File: src/sv/csem_pkg.sv
// ----------------------------------------------------------------------------
// csem_pkg
// Types and codes shared by the counting semaphore table unit.
// ----------------------------------------------------------------------------
package csem_pkg;

  localparam int IDX_W     = 4;   // width of an entry index on the ports
  localparam int IDX_REACH = 16;  // entries a port index can address
  localparam int OUT_CNT_W = 16;  // width of the count reported per item

  typedef enum logic [1:0] {
    OP_ALLOC = 2'd0,
    OP_FREE  = 2'd1,
    OP_V     = 2'd2,
    OP_P     = 2'd3
  } op_e;

  typedef enum logic [2:0] {
    ST_OK          = 3'd0,
    ST_NONE_FREE   = 3'd1,
    ST_NOT_ALLOC   = 3'd2,
    ST_WOULD_BLOCK = 3'd3,
    ST_OVERFLOW    = 3'd4
  } status_e;

  typedef struct packed {
    op_e              opcode;
    logic [IDX_W-1:0] sem_index;
  } req_t;

  typedef struct packed {
    status_e              status;
    logic [IDX_W-1:0]     result_index;
    logic [OUT_CNT_W-1:0] count_after;
  } rsp_t;

  // Table write command from the execute logic.
  typedef struct packed {
    logic             flag_we;
    logic             flag_val;
    logic             cnt_we;
    logic [IDX_W-1:0] idx;
  } tbl_wr_t;

endpackage

File: src/sv/counting_semaphore_table_unit.sv
// ----------------------------------------------------------------------------
// counting_semaphore_table_unit
// Table of counting semaphores with allocate, free, V and P requests.
// ----------------------------------------------------------------------------
// The unit takes one item (opcode plus entry index) at every rising edge at
// which start is high; busy never rises, so an item may be issued in every
// cycle, one item per cycle sustained. Each item runs through an input
// register and a single execute pass (lowest-free search plus one count
// update) into the result register: done_o rises at the first rising edge
// after the item was taken and stays high for exactly one cycle, and the
// result must be captured at the edge that ends that cycle since the unit
// cannot hold it. Results come back in issue order.
// Each item sees the table as left by the item before it. Only the lowest
// min(NUM_SEMS, 16) entries exist; free, V or P on a higher index reports
// not-allocated with a zero count. count_after carries the low 16 bits of the
// COUNT_WIDTH-bit count. Reset frees every entry and zeroes every count.
module counting_semaphore_table_unit #(
  parameter int NUM_SEMS    = 16,
  parameter int COUNT_WIDTH = 16
) (
  input  logic            clk_i,
  input  logic            rst_ni,
  input  logic            start,
  output logic            busy,
  input  csem_pkg::req_t  req_i,
  output logic            done_o,
  output csem_pkg::rsp_t  rsp_o
);
  import csem_pkg::*;

  localparam int TABLE_SIZE = (NUM_SEMS < IDX_REACH) ? NUM_SEMS : IDX_REACH;
  localparam logic [IDX_W:0] TBL_LIMIT = (IDX_W + 1)'(TABLE_SIZE);
  localparam logic [COUNT_WIDTH-1:0] COUNT_MAX = '1;

  // Input register
  logic valid_q;
  req_t req_q;

  // Result register
  logic done_q;
  rsp_t rsp_q;
  rsp_t rsp_d;

  // Table interface
  logic [TABLE_SIZE-1:0]  in_use;
  logic                   any_free;
  logic [IDX_W-1:0]       alloc_idx;
  logic [IDX_W-1:0]       rd_idx;
  logic                   cur_flag;
  logic [COUNT_WIDTH-1:0] cur_cnt;
  tbl_wr_t                wr;
  logic [COUNT_WIDTH-1:0] new_cnt;
  logic [COUNT_WIDTH-1:0] out_cnt;
  logic [COUNT_WIDTH+OUT_CNT_W-1:0] out_cnt_ext;
  logic                   idx_ok;

  assign busy = 1'b0;

  // Capture the item; payload needs no reset.
  always_ff @(posedge clk_i or negedge rst_ni) begin
    if (!rst_ni) begin
      valid_q <= 1'b0;
    end else begin
      valid_q <= start && !busy;
    end
  end

  always_ff @(posedge clk_i) begin
    if (start && !busy) begin
      req_q <= req_i;
    end
  end

  csem_prio_enc #(
    .N (TABLE_SIZE)
  ) u_prio_enc (
    .free_i     (~in_use),
    .any_free_o (any_free),
    .idx_o      (alloc_idx)
  );

  // Read the granted entry on allocate, the addressed one otherwise.
  assign rd_idx = (req_q.opcode == OP_ALLOC) ? alloc_idx : req_q.sem_index;
  assign idx_ok = {1'b0, req_q.sem_index} < TBL_LIMIT;

  csem_table #(
    .TABLE_SIZE  (TABLE_SIZE),
    .COUNT_WIDTH (COUNT_WIDTH)
  ) u_table (
    .clk_i     (clk_i),
    .rst_ni    (rst_ni),
    .rd_idx_i  (rd_idx),
    .wr_i      (wr),
    .wr_cnt_i  (new_cnt),
    .in_use_o  (in_use),
    .rd_flag_o (cur_flag),
    .rd_cnt_o  (cur_cnt)
  );

  // Execute pass: decide status, table update and reported count.
  always_comb begin
    wr                 = '0;
    wr.idx             = rd_idx;
    new_cnt            = cur_cnt;
    out_cnt            = cur_cnt;
    rsp_d.status       = ST_OK;
    rsp_d.result_index = req_q.sem_index;
    if (req_q.opcode == OP_ALLOC) begin
      if (any_free) begin
        // Claim the lowest free entry, keep its count.
        wr.flag_we         = 1'b1;
        wr.flag_val        = 1'b1;
        rsp_d.result_index = alloc_idx;
      end else begin
        rsp_d.status       = ST_NONE_FREE;
        rsp_d.result_index = '0;
        out_cnt            = '0;
      end
    end else if (!idx_ok) begin
      // Entry does not exist: report and drop.
      rsp_d.status = ST_NOT_ALLOC;
      out_cnt      = '0;
    end else begin
      unique case (req_q.opcode)
        OP_FREE: begin
          wr.flag_we  = 1'b1;
          wr.flag_val = 1'b0;
        end
        OP_V: begin
          if (!cur_flag) begin
            rsp_d.status = ST_NOT_ALLOC;
          end else if (cur_cnt == COUNT_MAX) begin
            rsp_d.status = ST_OVERFLOW;
          end else begin
            new_cnt   = cur_cnt + COUNT_WIDTH'(1);
            out_cnt   = new_cnt;
            wr.cnt_we = 1'b1;
          end
        end
        OP_P: begin
          if (!cur_flag) begin
            rsp_d.status = ST_NOT_ALLOC;
          end else if (cur_cnt == '0) begin
            rsp_d.status = ST_WOULD_BLOCK;
          end else begin
            new_cnt   = cur_cnt - COUNT_WIDTH'(1);
            out_cnt   = new_cnt;
            wr.cnt_we = 1'b1;
          end
        end
        default: begin
          rsp_d.status = ST_NOT_ALLOC;
        end
      endcase
    end
    // Only a live item touches the table.
    wr.flag_we = wr.flag_we && valid_q;
    wr.cnt_we  = wr.cnt_we && valid_q;
    // Report the low bits of the count, zero-extended when narrower.
    out_cnt_ext       = {{OUT_CNT_W{1'b0}}, out_cnt};
    rsp_d.count_after = out_cnt_ext[OUT_CNT_W-1:0];
  end

  // Result register: strobe for one cycle per item.
  always_ff @(posedge clk_i or negedge rst_ni) begin
    if (!rst_ni) begin
      done_q <= 1'b0;
    end else begin
      done_q <= valid_q;
    end
  end

  always_ff @(posedge clk_i) begin
    if (valid_q) begin
      rsp_q <= rsp_d;
    end
  end

  assign done_o = done_q;
  assign rsp_o  = rsp_q;

`ifndef NO_ASSERTIONS
  a_one_result_per_item: assert property (@(posedge clk_i) disable iff (!rst_ni)
    valid_q |=> done_q)
    else $error("item in execute stage produced no result");

  a_result_has_item: assert property (@(posedge clk_i) disable iff (!rst_ni)
    done_q |-> $past(valid_q))
    else $error("result strobe without an item");

  a_none_free_zero: assert property (@(posedge clk_i) disable iff (!rst_ni)
    (done_q && rsp_q.status == ST_NONE_FREE) |->
      (rsp_q.result_index == '0 && rsp_q.count_after == '0))
    else $error("none-free result carries index or count");

  a_overflow_on_v: assert property (@(posedge clk_i) disable iff (!rst_ni)
    (done_q && rsp_q.status == ST_OVERFLOW) |-> $past(req_q.opcode == OP_V))
    else $error("overflow reported for an item other than V");

  a_block_zero: assert property (@(posedge clk_i) disable iff (!rst_ni)
    (done_q && rsp_q.status == ST_WOULD_BLOCK) |->
      (rsp_q.count_after == '0 && $past(req_q.opcode == OP_P)))
    else $error("would-block result with nonzero count or wrong opcode");
`endif

endmodule

File: src/sv/csem_prio_enc.sv
// ----------------------------------------------------------------------------
// csem_prio_enc
// Finds the lowest-numbered free semaphore entry.
// ----------------------------------------------------------------------------
module csem_prio_enc #(
  parameter int N = 16
) (
  input  logic [N-1:0]                free_i,
  output logic                        any_free_o,
  output logic [csem_pkg::IDX_W-1:0]  idx_o
);
  import csem_pkg::*;

  assign any_free_o = |free_i;

  // Scan from the top so the lowest set bit wins.
  always_comb begin
    idx_o = '0;
    for (int i = N - 1; i >= 0; i--) begin
      if (free_i[i]) begin
        idx_o = IDX_W'(i);
      end
    end
  end

endmodule

File: src/sv/csem_table.sv
// ----------------------------------------------------------------------------
// csem_table
// In-use flags and counts of the semaphore entries, one read and one write
// port.
// ----------------------------------------------------------------------------
module csem_table #(
  parameter int TABLE_SIZE  = 16,
  parameter int COUNT_WIDTH = 16
) (
  input  logic                        clk_i,
  input  logic                        rst_ni,
  input  logic [csem_pkg::IDX_W-1:0]  rd_idx_i,
  input  csem_pkg::tbl_wr_t           wr_i,
  input  logic [COUNT_WIDTH-1:0]      wr_cnt_i,
  output logic [TABLE_SIZE-1:0]       in_use_o,
  output logic                        rd_flag_o,
  output logic [COUNT_WIDTH-1:0]      rd_cnt_o
);
  import csem_pkg::*;

  localparam int TBL_IDX_W = (TABLE_SIZE > 1) ? $clog2(TABLE_SIZE) : 1;
  localparam logic [IDX_W:0] TBL_LIMIT = (IDX_W + 1)'(TABLE_SIZE);

  logic [TABLE_SIZE-1:0]  flags_q;
  logic [COUNT_WIDTH-1:0] cnt_q [TABLE_SIZE];

  logic                 rd_ok;
  logic                 wr_ok;
  logic [TBL_IDX_W-1:0] ra;
  logic [TBL_IDX_W-1:0] wa;

  assign rd_ok = {1'b0, rd_idx_i} < TBL_LIMIT;
  assign wr_ok = {1'b0, wr_i.idx} < TBL_LIMIT;
  assign ra    = rd_idx_i[TBL_IDX_W-1:0];
  assign wa    = wr_i.idx[TBL_IDX_W-1:0];

  assign in_use_o  = flags_q;
  assign rd_flag_o = rd_ok ? flags_q[ra] : 1'b0;
  assign rd_cnt_o  = rd_ok ? cnt_q[ra] : '0;

  always_ff @(posedge clk_i or negedge rst_ni) begin
    if (!rst_ni) begin
      flags_q <= '0;
      for (int i = 0; i < TABLE_SIZE; i++) begin
        cnt_q[i] <= '0;
      end
    end else begin
      if (wr_i.flag_we && wr_ok) begin
        flags_q[wa] <= wr_i.flag_val;
      end
      if (wr_i.cnt_we && wr_ok) begin
        cnt_q[wa] <= wr_cnt_i;
      end
    end
  end

endmodule

File: config.mk
export PLATFORM = sky130hd
export DESIGN_NAME = counting_semaphore_table_unit
export DESIGN_NICKNAME = d
export VERILOG_FILES = /design/src/sv/csem_pkg.sv /design/src/sv/counting_semaphore_table_unit.sv /design/src/sv/csem_prio_enc.sv /design/src/sv/csem_table.sv
export SDC_FILE = /design/constraint.sdc
export NUM_CORES = 1
export LEC_CHECK = 0
export BUFFER_PORTS_ARGS = -buffer_cell sky130_fd_sc_hd__buf_4
export CORE_ASPECT_RATIO = 1.4
export CORE_MARGIN = 5
export CORE_UTILIZATION = 29
export CTS_CLUSTER_DIAMETER = 40
export DETAILED_ROUTE_END_ITERATION = 10
export HOLD_SLACK_MARGIN = 0.05
export PLACE_DENSITY = 0.42
export SYNTH_ARGS = -nofsm -noshare
export SYNTH_HDL_FRONTEND = slang
export SYNTH_SLANG_ARGS = --single-unit
export TNS_END_PERCENT = 5
File: constraint.sdc
create_clock -name clk_i -period 6.7 [get_ports clk_i]
set_input_delay 0.335 -clock clk_i [delete_from_list [all_inputs] [get_ports clk_i]]
set_output_delay 0.335 -clock clk_i [all_outputs]
set_load 0.03 [all_outputs]
==> results of run 1 <==
-- layout make-up --
type | count | area share
timing repair buffer | 116 | 0.0515
inverter | 30 | 0.00620
multi-input combinational | 1032 | 0.384
tap | 714 | 0.0492
clock buffer | 57 | 0.0683
sequential | 303 | 0.425
clock inverter | 23 | 0.0158
-- cell families after synthesis --
family / count (synthesis)
fa+ha+maj: 3
simple gates: 433
other cells: 1
buf+inv: 146
flops: 303
xor+xnor: 15
mux: 197
compound gates: 383
-- stage by stage --
stage	util	setup slack (ns)	total power [mW]	area [µm²]
detailed placement	0.313	0.796	4.25	16600
global route	0.343	0.537	6.96	18200
finish	0.343	0.719	6.60	18200
CTS	0.343	0.785	6.70	18200
global placement	0.313	0.842	4.23	16600
floorplan	-	1.69	3.62	15400
-- critical path, cell delays in order, from the launching register on --
cell and delay, ns:
dfrtp_1 0.48, and4_1 0.31, o21ai_1 0.14, a22oi_2 0.39, inv_2 0.21, nand4_2 0.29
buf_4 0.29, a21oi_1 0.07, nor4_1 0.67, or4b_1 0.61, buf_4 0.24, nor4_4 0.40
nand4_2 0.21, or4b_4 0.57, mux2i_2 0.19, a22oi_4 0.57, a21oi_1 0.16
-- routing by layer --
layer / global-route usage / wire (µm)
met1: 0.227 / 22000
met3: 0.0195 / 1730
met2: 0.338 / 28300
met4: 0.0524 / 1360
met5: 0 / 0
-- sequential cells by signal, indices dropped and copies added, names as in the netlist --
name and cells:
valid_q 1, req_q 6, done_o 1, u_table.in_use_o 16
u_table.cnt_q 256, rsp_o 23
-- cells in the mapped netlist (11+ instances only) --
| cell type | number |
|---|---|
| a21oi_1 | 188 |
| and3_1 | 18 |
| buf_2 | 48 |
| clkbuf_1 | 45 |
| dfrtp_1 | 274 |
| edfxtp_1 | 29 |
| inv_1 | 26 |
| mux2_2 | 106 |
| mux2i_1 | 88 |
| nand2_1 | 90 |
| nand3_1 | 46 |
| nand4_1 | 11 |
| nor2_1 | 180 |
| nor3_1 | 12 |
| nor4_4 | 12 |
| o21ai_0 | 53 |
| o21ai_1 | 12 |
| o22ai_1 | 39 |
| or4_1 | 11 |
-- final timing paths --
kind,startpoint,to,cells past startpoint
setup / recovery,u_table.in_use_o[5],u_table.cnt_q[15],16
hold / removal,rst_ni,u_table.cnt_q[46],2
setup reg to reg,u_table.in_use_o[5],u_table.cnt_q[15],16
hold reg to reg,u_table.cnt_q[210],u_table.cnt_q[210],2
max in group asynchronous,rst_ni,u_table.cnt_q[79],3
min in group clk_i,u_table.cnt_q[210],u_table.cnt_q[210],2
-- where the power goes --
part           switching (mW)  internal (mW)
combinational            1.08          0.610
clock                   0.916           1.48
sequential              0.234           2.27
==> impl_metrics.toml, run 1 <==
[synthesis]
ys.flop_type = "dfrtp_1"
synth-xor-area-share = 0.00900
yosysSeqAreaShare = 0.501
synthesis.instances = 1481
synthTopCellsByArea = "dfrtp_1, mux2_2, a21oi_1, mux2i_1, edfxtp_1"
synthArstFlopShare = 0.904
synth_seq_cells = 303
synth_top_family_by_area = "compound AO/OA/AOI/OAI gates"
ys_types = 88
synth_top_area_cell = "dfrtp_1"
synth_mux_area_frac = 0.137
synthAdderAreaFrac = 0.00243
synth_compound_area_frac = 0.152
synth_top_area_frac = 0.445
synthesis.area_mm2 = 0.0154
synth_area_per_cell_um2 = 10.4
synth_edf_count = 29
syn_nets = 1493
synth_warnings = 0
synthSimpleGateAreaFrac = 0.150

[critical_path]
critical_path_required_ns = 7.10
cp-start-kind = "flip-flop"
crit_type = "reg -> reg"
end_kind = "flip-flop"
arrival_ns = 6.39
critPathMaxFanout = 16
rrSetupSlack_ns = 0.72

[floorplanning]
start_util = 0.291
die_h_um = 283
die_w_um = 205
pin_count = 34
coreArea_mm2 = 0.0529
dieArea_mm2 = 0.0580
rows = 100

[pwr]
pwr_density_cell_mw_per_mm2 = 363
leakage_nw = 7.90
ir_worst_vdd_uv = 169

[clocking]
cts-root-buf = "clkbuf_16"
post_cts_buffers = 0
cts-resized-gates = 0
clk_latency_ns = 0.56
cts_hold_buf = 8
cts_buffer_depth = 3
cts_tree = "built"
cts_max_level = 2
clk_pin_slew_ns = 0.06
numCtsBuffers = 44
clock-sinks = 303

[grt]
grt_pass1_vias = 12000
grt_pass1_wl_mm = 80.1
overflow = 0
grt_usage = 0.183
antenna_found_initial = 0
grt_max_degree = 94

[drt]
via_count = 11700
wl_per_cell_um = 23.4
drt_iter0_drc = 764
drt-pass1-iter-count = 5
vias_per_cell = 5.13
drc = 0
antenna_left = 0
routed_wirelength_mm = 53.3

[sta]
tightest_slew_ns = 1.07
finalHoldViolCount = 0
fmax_mhz = 167
clock_skew_ns = 0.0135
rsz0062_at_grt = "false"
fin_crit_sh = 0.893
tns_ns = 0
hold_ws_ns = 0.388
slew_violations = 0
setup_viol = 0
period_needed_ns = 5.98
slew_headroom = 0.282

[placed_design]
port_buffers = 32
hpwl_mm = 35.9
dpl.cell_count = 2187
gp_congestion = 0.851

[hold_path]
min_path_type = "in -> async"

[finish]
finalNonFillerCells = 2275
syn_to_final_growth_pct = 17.8
final_common_cell = "dfrtp_1"
multi_input_area_mm2 = 0.00698
layout_common_cells = "dfrtp_1, a21oi_1, nor2_1, mux2_2, buf_4"
ff_latch_area_mm2 = 0.00773
drive_above_1_share = 0.228
n_fill_cell = 5284
fin_nets = 1539
n_antenna_cell = 0

[job]
cap_violations = 0

[outcome]
outcome = "complete, no violations"
No activity file was read; power rests on OpenSTA's default activity.
==> inputs of run 2 (changes only) <==
Settings changed: CTS_BUF_LIST from default to sky130_fd_sc_hd__clkbuf_4 sky130_fd_sc_hd__clkbuf_8.
==> impl_metrics.toml, run 2 (synthesis results as in run 1) <==
[grt]
grt_pass1_vias = 12000
grt_pass1_wl_mm = 80.2
grt_max_degree = 94
antenna_found_initial = 1
grt_usage = 0.184
overflow = 0

[finish]
fin_nets = 1548
syn_to_final_growth_pct = 15.8
layout_common_cells = "dfrtp_1, a21oi_1, nor2_1, mux2_2, buf_4"
top_register = "u_table.cnt_q"
drive_above_1_share = 0.238
final_common_cell = "dfrtp_1"
finalNonFillerCells = 2294
largest_register_ffs = 256

[sta]
setup_viol = 0
slew_violations = 0
rsz0062_at_grt = "false"
clock_skew_ns = 0.0214
fin_crit_sh = 0.890
finalHoldViolCount = 0
fmax_mhz = 168
tightest_slew_ns = 1.07
tns_ns = 0
period_needed_ns = 5.96
slew_headroom = 0.284

[drt]
drt_iter0_drc = 822
routed_wirelength_mm = 53.2
vias_per_cell = 5.10
wl_per_cell_um = 23.2
antenna_left = 0
via_count = 11700
drt-pass1-iter-count = 5
drc = 0

[critical_path]
critPathMaxFanout = 16
cp-start-kind = "flip-flop"
end_kind = "flip-flop"
arrival_ns = 6.43
critical_path_required_ns = 7.16
max_stage_delay_ns = 0.66
crit_type = "reg -> reg"
crit_path_top_delay_cell = "nor4_1"
crit_chain = "and4_1, o21ai_1, a22oi_2, inv_2, nand4_2, buf_4, a21oi_1, nor4_1, or4b_1, buf_4, nor4_4, nand4_2, or4b_4, mux2i_2, a22oi_4, a21oi_1"

[clocking]
cts_max_level = 2
clk_latency_ns = 0.62
cts_buffer_depth = 3
post_cts_buffers = 0
cts-resized-gates = 0
clk_pin_slew_ns = 0.06
cts_hold_buf = 8
cts-root-buf = "clkbuf_8"
clock-sinks = 303
cts_tree = "built"
numCtsBuffers = 53

[placed_design]
hpwl_mm = 35.9
dpl.cell_count = 2187
port_buffers = 32
gp_congestion = 0.851

[floorplanning]
rows = 100
start_util = 0.291
die_h_um = 283
coreArea_mm2 = 0.0529
dieArea_mm2 = 0.0580
die_w_um = 205
pin_count = 34

[outcome]
outcome = "complete, no violations"

[pwr]
leakage_nw = 7.80
ir_worst_vdd_uv = 129
pwr_density_cell_mw_per_mm2 = 342

[hold_path]
min_path_type = "in -> async"

[job]
cap_violations = 0
run 2: changes by cell type in the layout (fill, tap and decap cells not counted), sizes merged:
| cell | previous run | this run |
|---|---|---|
| bufinv | 4 | 3 |
| clkbuf | 57 | 83 |
| inv | 37 | 32 |
| diode | 0 | 1 |
| clkinvlp | 4 | 2 |
run 2: through the flow:
stage / hold slack [ns] / area, µm² / setup slack [ns] / power (mW) / utilization
3_5_place_dp: 0.431 / 16600 / 0.796 / 4.25 / 0.313
2_1_floorplan: 0.0394 / 15400 / 1.69 / 3.62 / -
5_1_grt: 0.355 / 17900 / 0.525 / 6.48 / 0.337
6_report: 0.302 / 17900 / 0.739 / 6.12 / 0.337
3_3_place_gp: 0.425 / 16600 / 0.842 / 4.23 / 0.313
4_1_cts: 0.333 / 17900 / 0.782 / 6.22 / 0.337
run 2: final cells by class:
| type | count | area (µm²) |
|---|---|---|
| clock inverter | 15 | 169 |
| fill | 5349 | 35100 |
| multi-input combinational | 1032 | 6980 |
| sequential | 303 | 7730 |
| inverter | 30 | 113 |
| clock buffer | 83 | 1040 |
| antenna | 1 | 2.50 |
| timing repair buffer | 116 | 936 |
| tap | 714 | 893 |
run 2: worst paths after layout:
path	start	to	slack [ns]	depth (start not counted)
worst min register to register	u_table.cnt_q[223]	u_table.cnt_q[223]	0.48	2
worst max register to register	u_table.in_use_o[5]	u_table.cnt_q[15]	0.74	16
worst min-delay path	rst_ni	u_table.cnt_q[46]	0.30	2
max in group asynchronous	rst_ni	u_table.cnt_q[65]	4.89	3
worst max-delay path	u_table.in_use_o[5]	u_table.cnt_q[15]	0.74	16
min in group clk_i	req_i[3]	req_q[3]	0.44	2
run 2: critical path: cells and delay by family, from the launching register on:
kind	cells	cell delay, ns
AND/OR/NAND/NOR	7	3.05
AO/OA/AOI/OAI	5	1.33
buffers and inverters	3	0.75
flip-flops	1	0.47
multiplexers	1	0.19
run 2: where the power goes:
| part | switching (mW) | internal, mW | leakage [nW] | total, mW |
|---|---|---|---|---|
| sequential | 0.235 | 2.27 | 3.99 | 2.51 |
| clock | 0.807 | 1.11 | 0.636 | 1.92 |
| combinational | 1.08 | 0.610 | 3.17 | 1.69 |
| total | 2.12 | 3.99 | 7.80 | 6.12 |
run 2: per-layer routing:
layer  track usage  wire length (µm)  share of wire
met5             0                 0              0
met4        0.0521              1380          0.026
met3        0.0201              1680          0.032
met2         0.340             28200           0.53
met1         0.226             22000           0.41
==> inputs of run 3 (changes only) <==
Settings changed: CELL_PAD_IN_SITES_DETAIL_PLACEMENT from default to 0, CELL_PAD_IN_SITES_GLOBAL_PLACEMENT from default to 1, PLACE_DENSITY 0.42 to 0.5.
==> impl_metrics.toml, run 3 (synthesis results as in run 1) <==
[finish]
top_register = "u_table.cnt_q"
fin_nets = 1559
syn_to_final_growth_pct = 16.3
drive_above_1_share = 0.242
fin_area_mm2 = 0.0179
largest_register_ffs = 256
finalNonFillerCells = 2307
n_fill_cell = 5523
layout_common_cells = "dfrtp_1, a21oi_1, nor2_1, buf_4, mux2_2"
final_common_cell = "dfrtp_1"

[grt]
overflow = 0
grt_max_degree = 125
antenna_found_initial = 1
grt_pass1_vias = 12200
grt_pass1_wl_mm = 81.5
grt_usage = 0.187

[critical_path]
crit_chain = "or2_1, nor3_1, a22oi_2, inv_2, nand4_2, a21oi_1, nor4_1, or4b_1, nand4_1, nor2_1, a2bb2o_1, buf_12, nor4_4, buf_4, nor2_1, a21oi_1"
crit_path_top_delay_cell = "nor4_4"
critPathMaxFanout = 16
critical_path_required_ns = 7.26
end_kind = "flip-flop"
cp-start-kind = "flip-flop"
max_stage_delay_ns = 0.99
crit_type = "reg -> reg"
arrival_ns = 6.70
r2r_cells = 16

[pwr]
p_seq_frac = 0.406
ir_worst_vdd_uv = 129
p_clk_frac = 0.317
comb_power_share = 0.276
p_total_mw = 6.18
p_int_mw = 4.00
pwr_density_cell_mw_per_mm2 = 345
swShare = 0.353
leakage_nw = 7.83
switchingPower_mw = 2.18

[floorplanning]
start_util = 0.291
rows = 100
die_w_um = 205
dieArea_mm2 = 0.0580
coreArea_mm2 = 0.0529
pin_count = 34
die_h_um = 283

[clocking]
clk_pin_slew_ns = 0.06
post_cts_buffers = 0
cts_tree = "built"
cts_buffer_depth = 3
cts-root-buf = "clkbuf_8"
cts_max_level = 2
numCtsBuffers = 56
clk_latency_ns = 0.68
clock-sinks = 303

[placed_design]
dpl.cell_count = 2195
port_buffers = 32
dpl_cell_area_mm2 = 0.0166
gp_congestion = 0.865
hpwl_mm = 36.1

[sta]
clock_skew_ns = 0.0521
slew_headroom = 0.183
slew_violations = 0
setup_viol = 0
period_needed_ns = 6.14
tns_ns = 0
hold_ws_ns = 0.383
tightest_slew_ns = 1.22
finalHoldViolCount = 0
fin_crit_sh = 0.916
rsz0062_at_grt = "false"
fmax_mhz = 163

[drt]
antenna_left = 0
drt-pass1-iter-count = 5
drc = 0
vias_per_cell = 5.09
wl_per_cell_um = 23.6
via_count = 11800
drt_iter0_drc = 747
routed_wirelength_mm = 54.5

[outcome]
outcome = "complete, no violations"

[hold_path]
min_path_type = "in -> async"

[job]
cap_violations = 0
-- run 3: timing repair --
item,CTS,global route
resized for setup,0,0
hold buffers,8,0
hold endpoints to repair,134,0
-- run 3: metal layers --
layer	wire length (µm)	track usage	share of wire	up-vias
met3	1810	0.0277	0.033	80
met1	22500	0.227	0.41	5980
met2	28800	0.345	0.53	213
li1	-	-	-	5481
met5	0	0	0	-
met4	1410	0.0526	0.026	0
-- run 3: critical path: cells and delay by family, from the launching register on --
family / cells / cell delay, ns
flops: 1 / 0.41
buf+inv: 3 / 0.83
compound gates: 4 / 0.96
simple gates: 9 / 3.78
-- run 3: path summary, 6_finish.rpt --
check                                   start                  to  slack [ns]
min                                    rst_ni   u_table.cnt_q[71]        0.38
min reg2reg                u_table.cnt_q[210]  u_table.cnt_q[210]        0.48
max in group asynchronous              rst_ni              done_o        4.79
max reg2reg                          req_q[4]   u_table.cnt_q[24]        0.56
min in group clk_i                   req_i[3]            req_q[3]        0.39
max                                  req_q[4]   u_table.cnt_q[24]        0.56
-- run 3: stage by stage --
step | util | setup WS, ns
2_1_floorplan | - | 1.69
3_3_place_gp | 0.314 | 0.594
3_5_place_dp | 0.314 | 0.585
4_1_cts | 0.339 | 0.524
5_1_grt | 0.339 | 0.378
6_report | 0.339 | 0.564
-- run 3: cell type report --
cell class	count	area [µm²]	area share
Inverter	30	113	0.00628
Clock inverter	21	198	0.0110
Tap cell	714	893	0.0498
Sequential cell	303	7730	0.431
Multi-Input combinational cell	1032	6980	0.389
Antenna cell	1	2.50	0.000140
Clock buffer	82	1030	0.0573
Timing Repair Buffer	124	996	0.0555
-- run 3: power groups by stage --
stage	registers (mW)	logic (mW)	clock network, mW
floorplan	2.51	1.11	0
global placement	2.53	1.71	0
detailed placement	2.54	1.72	0
CTS	2.51	1.73	2.03
global route	2.55	1.87	2.10
finish	2.51	1.71	1.96
